File: config.mk
export PLATFORM = sky130hd
export DESIGN_NAME = positional_list_engine_unit_flat
export DESIGN_NICKNAME = d
export VERILOG_FILES = /design/src/hw/rtl/ple_pkg.sv /design/src/hw/rtl/ple_req_if.sv /design/src/hw/rtl/ple_rsp_if.sv /design/src/hw/rtl/ple_cell.sv /design/src/hw/rtl/positional_list_engine_unit.sv /design/src/flat_wrapper.sv
export SDC_FILE = /design/constraint.sdc
export NUM_CORES = 2
export LEC_CHECK = 0
export BUFFER_PORTS_ARGS = -buffer_cell sky130_fd_sc_hd__buf_2
export CORE_ASPECT_RATIO = 1.2
export CORE_UTILIZATION = 60
export CTS_CLUSTER_SIZE = 40
export DETAILED_ROUTE_END_ITERATION = 8
export GPL_TIMING_DRIVEN = 0
export PLACE_DENSITY = 0.77
export SKIP_CTS_REPAIR_TIMING = 1
export SLEW_MARGIN = 10
export SYNTH_ARGS = -nofsm -noshare
export SYNTH_HDL_FRONTEND = slang
export SYNTH_SLANG_ARGS = --single-unit
File: constraint.sdc
create_clock -name clk -period 9.1 [get_ports clk]
set_input_delay 2.73 -clock clk [delete_from_list [all_inputs] [get_ports clk]]
set_output_delay 2.73 -clock clk [all_outputs]
set_load 0.02 [all_outputs]
File: src/hw/rtl/ple_pkg.sv
`default_nettype none

package ple_pkg;

  localparam int unsigned CMD_BITS = 3;
  localparam int unsigned POS_BITS = 5;
  localparam int unsigned DATA_BITS = 32;
  localparam int unsigned LEN_BITS = 5;

  typedef enum logic [CMD_BITS-1:0] {
    CMD_APPEND      = 3'd0,
    CMD_POP_HEAD    = 3'd1,
    CMD_INSERT_AT   = 3'd2,
    CMD_REMOVE_AT   = 3'd3,
    CMD_REMOVE_TAIL = 3'd4,
    CMD_READ_AT     = 3'd5,
    CMD_READ_HEAD   = 3'd6,
    CMD_READ_TAIL   = 3'd7
  } cmd_e;

  // Broadcast to every cell of the row.
  typedef struct packed {
    logic up;     // open a gap at the target and write the new entry there
    logic down;   // close the gap at the target
    logic clear;  // restart the read bus
  } cell_ctl_t;

endpackage

`default_nettype wire

File: src/hw/rtl/ple_req_if.sv
`default_nettype none

interface ple_req_if;
  logic                                  valid;
  logic                                  ready;
  ple_pkg::cmd_e                         command;
  logic [ple_pkg::POS_BITS-1:0]          position;
  logic [ple_pkg::DATA_BITS-1:0]         data;

  modport source (output valid, command, position, data, input ready);
  modport sink (input valid, command, position, data, output ready);
endinterface

`default_nettype wire

File: src/hw/rtl/ple_rsp_if.sv
`default_nettype none

interface ple_rsp_if;
  logic                                  valid;
  logic                                  ready;
  logic                                  ok;
  logic [ple_pkg::DATA_BITS-1:0]         read_value;
  logic [ple_pkg::LEN_BITS-1:0]          length;

  modport source (output valid, ok, read_value, length, input ready);
  modport sink (input valid, ok, read_value, length, output ready);
endinterface

`default_nettype wire

File: src/hw/rtl/ple_cell.sv
`default_nettype none

module ple_cell #(
  parameter int unsigned IDX = 0,
  parameter int unsigned CW = 5,
  parameter int unsigned EB = 32
) (
  input  wire logic               clk,
  input  wire ple_pkg::cell_ctl_t ctl,
  input  wire logic [CW-1:0]      tgt,
  input  wire logic [CW-1:0]      sel,
  input  wire logic [EB-1:0]      wdata,
  input  wire logic [EB-1:0]      left,
  input  wire logic [EB-1:0]      right,
  input  wire logic [EB-1:0]      bus_in,
  output logic [EB-1:0]           entry,
  output logic [EB-1:0]           bus_out
);
  import ple_pkg::*;

  localparam logic [CW-1:0] MY_IDX = CW'(IDX);

  always_ff @(posedge clk) begin
    if (ctl.up) begin
      if (MY_IDX > tgt) begin
        entry <= left;
      end else if (MY_IDX == tgt) begin
        entry <= wdata;
      end
    end else if (ctl.down && (MY_IDX >= tgt)) begin
      entry <= right;
    end
  end

  // Read bus: OR the selected entry in and pass it on toward the tail.
  always_ff @(posedge clk) begin
    if (ctl.clear) begin
      bus_out <= '0;
    end else begin
      bus_out <= bus_in | ((MY_IDX == sel) ? entry : '0);
    end
  end

endmodule

`default_nettype wire

File: src/hw/rtl/positional_list_engine_unit.sv
// Bounded ordered list of DEPTH entries, ENTRY_BITS wide, head at index 0.
// req channel (valid/ready): command, position, data. One item per command.
// rsp channel (valid/ready): ok, read_value, length. Exactly one item per
// command, in command order. Rejected commands (full, empty, position out
// of range) return ok=0, read_value=0 and leave the list unchanged.
// Entries sit in a row of cells; insert and remove shift every cell above
// the target by one place, all at once. Reads travel along a read bus that
// moves one cell per cycle from head toward tail.
// After a command is taken, the read bus walks every cell (ST_SCAN); then
// the change is applied and the result registered (ST_APPLY).
// The next command is taken only after the previous one is applied.
// A new command is taken while the previous result still waits on rsp;
// when rsp stalls, the update and its result hold until the slot frees.
// Reset (rst, synchronous, active high) empties the list and drops any
// pending result. Entry contents are not cleared; only entries below the
// length are ever read.
`default_nettype none

module positional_list_engine_unit #(
  parameter int unsigned DEPTH = 16,
  parameter int unsigned ENTRY_BITS = 32
) (
  input  wire logic  clk,
  input  wire logic  rst,
  ple_req_if.sink    req,
  ple_rsp_if.source  rsp
);
  import ple_pkg::*;

  localparam int unsigned CW = $clog2(DEPTH + 1);
  localparam int unsigned IW = $clog2(DEPTH);
  localparam int unsigned W = (CW > POS_BITS) ? CW : POS_BITS;
  localparam logic [W-1:0] DEPTH_W = W'(DEPTH);
  localparam logic [IW-1:0] SCAN_LAST = IW'(DEPTH - 1);

  typedef enum logic [1:0] {
    ST_IDLE,
    ST_SCAN,
    ST_APPLY
  } state_t;

  state_t                st;
  logic [IW-1:0]         scan_cnt;
  logic [CW-1:0]         count;
  logic                  ok_q;
  logic                  ins_q;
  logic                  shift_q;
  logic                  dec_q;
  logic                  rd_q;
  logic [CW-1:0]         tgt_q;
  logic [CW-1:0]         sel_q;
  logic [ENTRY_BITS-1:0] wdata_q;

  logic                  out_valid;
  logic                  out_ok;
  logic [DATA_BITS-1:0]  out_value;
  logic [LEN_BITS-1:0]   out_len;

  // Decode of the incoming item against the current length.
  logic                  ok_d;
  logic                  ins_d;
  logic                  shift_d;
  logic                  dec_d;
  logic                  rd_d;
  logic [CW-1:0]         tgt_d;
  logic [CW-1:0]         sel_d;
  logic [W-1:0]          pos_w;
  logic [W-1:0]          cnt_w;
  logic                  not_full;
  logic                  not_empty;

  logic                  accept;
  logic                  slot_free;
  logic                  apply;
  logic [CW-1:0]         count_next;
  cell_ctl_t             ctl;

  logic [ENTRY_BITS-1:0] entry [DEPTH];
  logic [ENTRY_BITS-1:0] bus   [DEPTH];
  logic [ENTRY_BITS-1:0] left_w  [DEPTH];
  logic [ENTRY_BITS-1:0] right_w [DEPTH];
  logic [ENTRY_BITS-1:0] busin_w [DEPTH];

  assign pos_w = W'(req.position);
  assign cnt_w = W'(count);
  assign not_full = cnt_w < DEPTH_W;
  assign not_empty = count != '0;

  always_comb begin
    ok_d = 1'b0;
    ins_d = 1'b0;
    shift_d = 1'b0;
    dec_d = 1'b0;
    rd_d = 1'b0;
    tgt_d = '0;
    sel_d = '0;
    unique case (req.command)
      CMD_APPEND: begin
        ok_d = not_full;
        ins_d = 1'b1;
        tgt_d = count;
      end
      CMD_POP_HEAD: begin
        ok_d = not_empty;
        shift_d = 1'b1;
        dec_d = 1'b1;
        rd_d = 1'b1;
      end
      CMD_INSERT_AT: begin
        ok_d = not_full && (pos_w <= cnt_w);
        ins_d = 1'b1;
        tgt_d = CW'(pos_w);
      end
      CMD_REMOVE_AT: begin
        ok_d = pos_w < cnt_w;
        shift_d = 1'b1;
        dec_d = 1'b1;
        rd_d = 1'b1;
        tgt_d = CW'(pos_w);
        sel_d = CW'(pos_w);
      end
      CMD_REMOVE_TAIL: begin
        ok_d = not_empty;
        dec_d = 1'b1;
        rd_d = 1'b1;
        sel_d = count - 1'b1;
      end
      CMD_READ_AT: begin
        ok_d = pos_w < cnt_w;
        rd_d = 1'b1;
        sel_d = CW'(pos_w);
      end
      CMD_READ_HEAD: begin
        ok_d = not_empty;
        rd_d = 1'b1;
      end
      CMD_READ_TAIL: begin
        ok_d = not_empty;
        rd_d = 1'b1;
        sel_d = count - 1'b1;
      end
      default: begin
        ok_d = 1'b0;
      end
    endcase
  end

  assign req.ready = (st == ST_IDLE);
  assign accept = req.valid && req.ready;
  assign slot_free = !out_valid || rsp.ready;
  assign apply = (st == ST_APPLY) && slot_free;

  always_comb begin
    count_next = count;
    if (ok_q && ins_q) begin
      count_next = count + 1'b1;
    end else if (ok_q && dec_q) begin
      count_next = count - 1'b1;
    end
  end

  assign ctl.up = apply && ok_q && ins_q;
  assign ctl.down = apply && ok_q && shift_q;
  assign ctl.clear = accept;

  always_ff @(posedge clk) begin
    if (rst) begin
      st <= ST_IDLE;
      scan_cnt <= '0;
      count <= '0;
      out_valid <= 1'b0;
    end else begin
      if (apply) begin
        out_valid <= 1'b1;
      end else if (out_valid && rsp.ready) begin
        out_valid <= 1'b0;
      end
      unique case (st)
        ST_IDLE: begin
          if (accept) begin
            st <= ST_SCAN;
            scan_cnt <= SCAN_LAST;
          end
        end
        ST_SCAN: begin
          if (scan_cnt == '0) begin
            st <= ST_APPLY;
          end else begin
            scan_cnt <= scan_cnt - 1'b1;
          end
        end
        ST_APPLY: begin
          if (slot_free) begin
            st <= ST_IDLE;
            count <= count_next;
          end
        end
        default: begin
          st <= ST_IDLE;
        end
      endcase
    end
  end

  // Item fields and result payload.
  always_ff @(posedge clk) begin
    if (accept) begin
      ok_q <= ok_d;
      ins_q <= ins_d;
      shift_q <= shift_d;
      dec_q <= dec_d;
      rd_q <= rd_d;
      tgt_q <= tgt_d;
      sel_q <= sel_d;
      wdata_q <= ENTRY_BITS'(req.data);
    end
    if (apply) begin
      out_ok <= ok_q;
      out_value <= (ok_q && rd_q) ? DATA_BITS'(bus[DEPTH-1]) : '0;
      out_len <= LEN_BITS'(count_next);
    end
  end

  assign rsp.valid = out_valid;
  assign rsp.ok = out_ok;
  assign rsp.read_value = out_value;
  assign rsp.length = out_len;

  for (genvar i = 0; i < DEPTH; i++) begin : g_cell
    if (i == 0) begin : g_head
      assign left_w[i] = wdata_q;
      assign busin_w[i] = '0;
    end else begin : g_body
      assign left_w[i] = entry[i-1];
      assign busin_w[i] = bus[i-1];
    end
    if (i == DEPTH - 1) begin : g_tail
      assign right_w[i] = entry[i];
    end else begin : g_inner
      assign right_w[i] = entry[i+1];
    end

    ple_cell #(
      .IDX (i),
      .CW  (CW),
      .EB  (ENTRY_BITS)
    ) u_cell (
      .clk     (clk),
      .ctl     (ctl),
      .tgt     (tgt_q),
      .sel     (sel_q),
      .wdata   (wdata_q),
      .left    (left_w[i]),
      .right   (right_w[i]),
      .bus_in  (busin_w[i]),
      .entry   (entry[i]),
      .bus_out (bus[i])
    );
  end

`ifndef SYNTHESIS
  a_count_bound: assert property (@(posedge clk) disable iff (rst)
    W'(count) <= DEPTH_W)
    else $error("list length beyond depth");

  a_reject_keeps_count: assert property (@(posedge clk) disable iff (rst)
    apply && !ok_q |=> count == $past(count))
    else $error("rejected command changed the length");

  a_reject_zero_value: assert property (@(posedge clk) disable iff (rst)
    out_valid && !out_ok |-> out_value == '0)
    else $error("rejected command returned a value");

  a_no_accept_busy: assert property (@(posedge clk) disable iff (rst)
    accept |=> st == ST_SCAN && ctl.up == 1'b0 && ctl.down == 1'b0)
    else $error("list changed during read bus walk");
`endif

endmodule

`default_nettype wire

File: src/flat_wrapper.sv
// flat-port wrapper written by rule: the top's interface ports become plain ports
module positional_list_engine_unit_flat import ple_pkg::*;
#(
  parameter int unsigned DEPTH = 16,
  parameter int unsigned ENTRY_BITS = 32
)
  (clk, rst, req_valid, req_command, req_position, req_data, req_ready, rsp_valid, rsp_ok, rsp_read_value, rsp_length, rsp_ready);
  ple_req_if req_i ();
  ple_rsp_if rsp_i ();
  input  wire logic clk;
  input  wire logic rst;
  input wire logic [$bits(req_i.valid)-1:0] req_valid;
  input wire logic [$bits(req_i.command)-1:0] req_command;
  input wire logic [$bits(req_i.position)-1:0] req_position;
  input wire logic [$bits(req_i.data)-1:0] req_data;
  output wire logic [$bits(req_i.ready)-1:0] req_ready;
  output wire logic [$bits(rsp_i.valid)-1:0] rsp_valid;
  output wire logic [$bits(rsp_i.ok)-1:0] rsp_ok;
  output wire logic [$bits(rsp_i.read_value)-1:0] rsp_read_value;
  output wire logic [$bits(rsp_i.length)-1:0] rsp_length;
  input wire logic [$bits(rsp_i.ready)-1:0] rsp_ready;
  assign req_i.valid = req_valid;
  assign req_i.command = req_command;
  assign req_i.position = req_position;
  assign req_i.data = req_data;
  assign req_ready = req_i.ready;
  assign rsp_valid = rsp_i.valid;
  assign rsp_ok = rsp_i.ok;
  assign rsp_read_value = rsp_i.read_value;
  assign rsp_length = rsp_i.length;
  assign rsp_i.ready = rsp_ready;
  positional_list_engine_unit #(.DEPTH(DEPTH), .ENTRY_BITS(ENTRY_BITS)) u_core (.clk(clk), .rst(rst), .req(req_i), .rsp(rsp_i));
endmodule
==> Flow_metrics.wiki <==
{| class="wikitable"
! Metric !! Value
|-
| Ys async rst share || 0%
|-
| Share of cell area taken by muxes after synthesis || 11.66%
|-
| Share of the synthesized area in compound gates (AO/OA/AOI/OAI) || 11.34%
|-
| Estimated wirelength of the detail-placed design || ~91,000 um
|-
| Nets || roughly 4,300
|-
| Remaining antenna violation count || 0
|-
| Dominant synthesized flop cell || edfxtp_1
|-
| Data required, critical path || between 9000 and 10,000 ps
|-
| Fraction of synthesized cell area in xor and xnor cells || less than 1%
|-
| Yosys cell types || 59
|-
| Largest fanout on the critical path || 10
|-
| Final total negative setup slack || 0 ps
|-
| Number of vias after detailed routing || 30,634
|-
| Switch share || a little under a quarter
|-
| Post-layout total power || approximately 0.011 W
|-
| Period utilization || between 50% and 60%
|-
| Drt via density || 5.696
|-
| Syn Area/Cell || 11.01 um2
|-
| Most common library cells after synthesis || edfxtp_1, dfxtp_1, nor2_1, a21oi_1, nand2_1
|-
| Die extent in y || between 300 and 400 um
|-
| Outcome || finished, final reports clean
|-
| Clock tree root buffer cell || clkbuf_16
|-
| Port buffer count || 80
|-
| Effective utilization at floorplan || between 60 and 70%
|-
| Power share of the combinational group || roughly 7.2%
|-
| Layout cells sized above 1 || 10.32%
|-
| Maximum number of pins on one net before global-route repair || 46
|-
| Sw Pwr || ~0.0024 W
|-
| EDFF count, synth || approximately 600
|-
| Instance count of the mapped netlist || about 4,100
|-
| Combinational family with the most area after synthesis || multiplexers
|-
| Critical Path Most Common Cell || clkbuf_1
|-
| Overflow left after global routing || 0
|-
| Maximum clock frequency || approximately 0.19 GHz
|-
| Critical path data arrival time || 5580 ps
|-
| Routed wire length || 116,700 um
|-
| Area Overhead vs Synth || 12.71%
|-
| Critical-path cell with the highest stage delay || clkbuf_1
|-
| Overall die width || 251.7 um
|-
| Iteration-0 DRC count of the detailed router || ~2,800
|-
| Library cell with the largest summed area after synthesis || edfxtp_1
|-
| Number of max-capacitance violations reported || 0
|-
| Relative slew margins || a little under a tenth
|-
| Most instantiated library cell after synthesis || edfxtp_1
|-
| Worst hold margin || roughly 430 ps
|-
| Area share of and/or/nand/nor cells after synthesis || 9.987%
|-
| Gp weighted congestion || between 0.9 and 1
|-
| Total power divided by cell area || 210.7 nW/um2
|-
| Reg2reg setup slack || ~5700 ps
|-
| Final Critical Period || around 5200 ps
|-
| Inserted Clock Buffers || slightly above 100
|-
| Top area cells in the synthesized netlist || edfxtp_1, dfxtp_1, mux2i_1
|-
| Syn. warnings || 0
|-
| Max Root-Sink Buffers || 3
|-
| Pins Over Slew Limit || 0
|-
| Post-synthesis instance area || 44,900 um2
|-
| Sequential cell area fraction in the yosys report || ~63%
|-
| Post-synthesis net count || just over 4,000
|-
| Hold/Removal Path Class || register to register
|-
| Routed wirelength normalized by instance count || 21.71 um
|-
| Number of placement rows || ~110
|-
| Synth Register Bits || ~1,100
|-
| Number of sinks handled by clock tree synthesis || 1,121
|-
| Total leakage power || between 20 and 25 nW
|-
| CTS H-Tree Depth || 3
|-
| Type of element launching the critical path || input pin
|-
| Number of setup violations in the final report || 0
|-
| Area of the die || roughly 76,000 um2
|-
| RSZ-0062 raised after global routing || false
|-
| Number of global-route vias before repair || ~30,000
|-
| Clock edge transition at the registers on the reported setup and hold paths || ~60 ps
|-
| Worst-skew pair later-pin latency || between 600 and 700 ps
|-
| Worst-margin pin slew || approximately 1400 ps
|-
| Wire length of the first global-routing pass || 175,300 um
|-
| Boundary pin count || 84
|-
| Fraction of power consumed by the clock network || 41.2%
|-
| GRT Resource Usage Total || between 30% and 40%
|-
| Part of the total power dissipated in sequential elements || 51.6%
|-
| Max Clock Skew || 21.03 ps
|-
| Maximum resistive drop on vdd || between 0.1 and 0.15 mV
|-
| Cells traversed along the worst timing path || buf_2, nand2b_1, nand4_1, clkbuf_1, clkbuf_1, clkbuf_1, o21ai_0
|-
| Share of synthesized cell area in full adder, half adder and majority cells || less than 1%
|-
| Remaining routing DRC violations || 0
|-
| Synth top area share || between 30% and 40%
|-
| Critical path start-end classification || input pin to register
|-
| Critical path capture point type || register
|-
| Total internal power || 0.008230 W
|-
| Antenna violations before repair || 2
|-
| CTS tree || built
|-
| Core region area || roughly 74,000 um2
|-
| CP peak stage delay || approximately 800 ps
|-
| Number of filler instances in the final layout || around 5,500
|-
| Count of TritonRoute iterations in the first routing pass || 5
|-
| Count of final hold-check violations || 0
|}
[critical path: cells and delay by family]
kind | cells | cell delay (ps)
compound gates | 1 | 270
buf+inv | 4 | 2170
simple gates | 2 | 390
[path summary, 6_finish.rpt]
| check | startpoint | endpoint | depth (start not counted) |
|---|---|---|---|
| worst min-delay path | u_core.g_cell[7].u_cell.bus_out[28]$_SDFF_PP0_ | u_core.g_cell[8].u_cell.bus_out[28]$_SDFF_PP0_ | 2 |
| worst max register to register | u_core.st[0]$_SDFFE_PP0P_ | u_core.g_cell[8].u_cell.entry[5]$_DFFE_PP_ | 7 |
| worst min register to register | u_core.g_cell[7].u_cell.bus_out[28]$_SDFF_PP0_ | u_core.g_cell[8].u_cell.bus_out[28]$_SDFF_PP0_ | 2 |
| worst max-delay path | rsp_ready | u_core.g_cell[11].u_cell.entry[26]$_DFFE_PP_ | 7 |
[through the flow]
step / area (um2) / util, % / setup slack [ps] / std cells
2_1_floorplan: 44900 / - / 958.5 / 4079
3_3_place_gp: 46550 / 62.98 / -2064 / 5158
3_5_place_dp: 47140 / 63.78 / 3340 / 5182
4_1_cts: 50610 / 68.47 / 4024 / 5377
5_1_grt: 50610 / 68.47 / 3859 / 5377
6_report: 50610 / 68.47 / 3887 / 5378
[power by group through the flow]
| stage | combinational (W) | sequential, W | clock, W |
|---|---|---|---|
| floorplan | 0.000523 | 0.00557 | 0 |
| CTS | 0.000762 | 0.00550 | 0.00442 |
| global placement | 0.000723 | 0.00560 | 0 |
| detailed placement | 0.000753 | 0.00560 | 0 |
| finish | 0.000772 | 0.00550 | 0.00439 |
| global route | 0.000824 | 0.00550 | 0.00460 |
[layout make-up]
type                       instances  area, um2  share of cell area (%)
sequential                      1121      28420                   56.15
clock inverter                    41      412.9                  0.8158
clock buffer                     154       3054                   6.035
multi-input combinational       2625      15140                   29.92
timing repair buffer             104      853.3                   1.686
tap                              999       1250                   2.470
antenna                            1      2.502                0.004944
buffer                           311       1394                   2.754
inverter                          22      82.58                  0.1632
[cells by family after synthesis]
group,after synthesis
fa+ha+maj,9
mux,515
flops,1121
simple gates,1103
compound gates,988
buf+inv,333
xor+xnor,10
[per-layer routing]
layer  up-vias  global-route usage, %  share of wire [%]
met2      1171                  53.92                 50
met4         0                  14.84                4.5
met5         -                      0                  0
met1     14452                  37.57                 38
met3       248                  3.867                7.3
li1      14763                      -                  -
[flip-flops by register name (all words and copies together), names as in the netlist]
name,cells
u_core.rsp.ok,1
u_core.dec_q,1
u_core.rsp.length,5
u_core.sel_q,5
u_core.rsp.read_value,32
u_core.tgt_q,5
u_core.shift_q,1
u_core.wdata_q,32
u_core.scan_cnt,4
u_core.st,2
u_core.rd_q,1
u_core.cnt_w,5
u_core.rsp.valid,1
u_core.g_cell.u_cell.bus_out,512
u_core.ins_q,1
u_core.g_cell.u_cell.entry,512
u_core.ok_q,1
[placed cells by master, fill, tap and decap left out, types with 3 or more instances in the layout]
cell type / netlist / final
mux2i_1: 450 / 450
nand3b_1: 4 / 4
dfxtp_1: 524 / 524
nor2_4: 0 / 13
nand2_1: 461 / 461
a211oi_1: 5 / 4
clkbuf_8: 0 / 20
o22ai_1: 4 / 4
ha_1: 9 / 9
inv_6: 0 / 3
a22oi_1: 3 / 3
buf_8: 3 / 4
clkinv_2: 0 / 18
o21ai_1: 69 / 69
edfxtp_1: 597 / 597
buf_16: 0 / 12
or3_1: 3 / 3
nor2b_1: 7 / 7
mux2_2: 65 / 65
buf_4: 13 / 22
clkbuf_16: 0 / 107
clkbuf_1: 224 / 249
o21ai_0: 384 / 384
and3_1: 34 / 34
nor3_1: 11 / 8
a21oi_1: 497 / 497
bufinv_16: 0 / 8
a21o_1: 3 / 3
nor3_2: 1 / 4
nor2_1: 520 / 507
nand2b_1: 6 / 6
nand3_1: 4 / 4
buf_2: 63 / 143
inv_1: 21 / 21
and2_1: 33 / 33
a21oi_2: 3 / 3
buf_6: 8 / 8
clkinv_1: 0 / 9
nor3b_1: 3 / 3
xnor2_1: 9 / 9
Note: power is estimated with default switching activity, not from simulation.
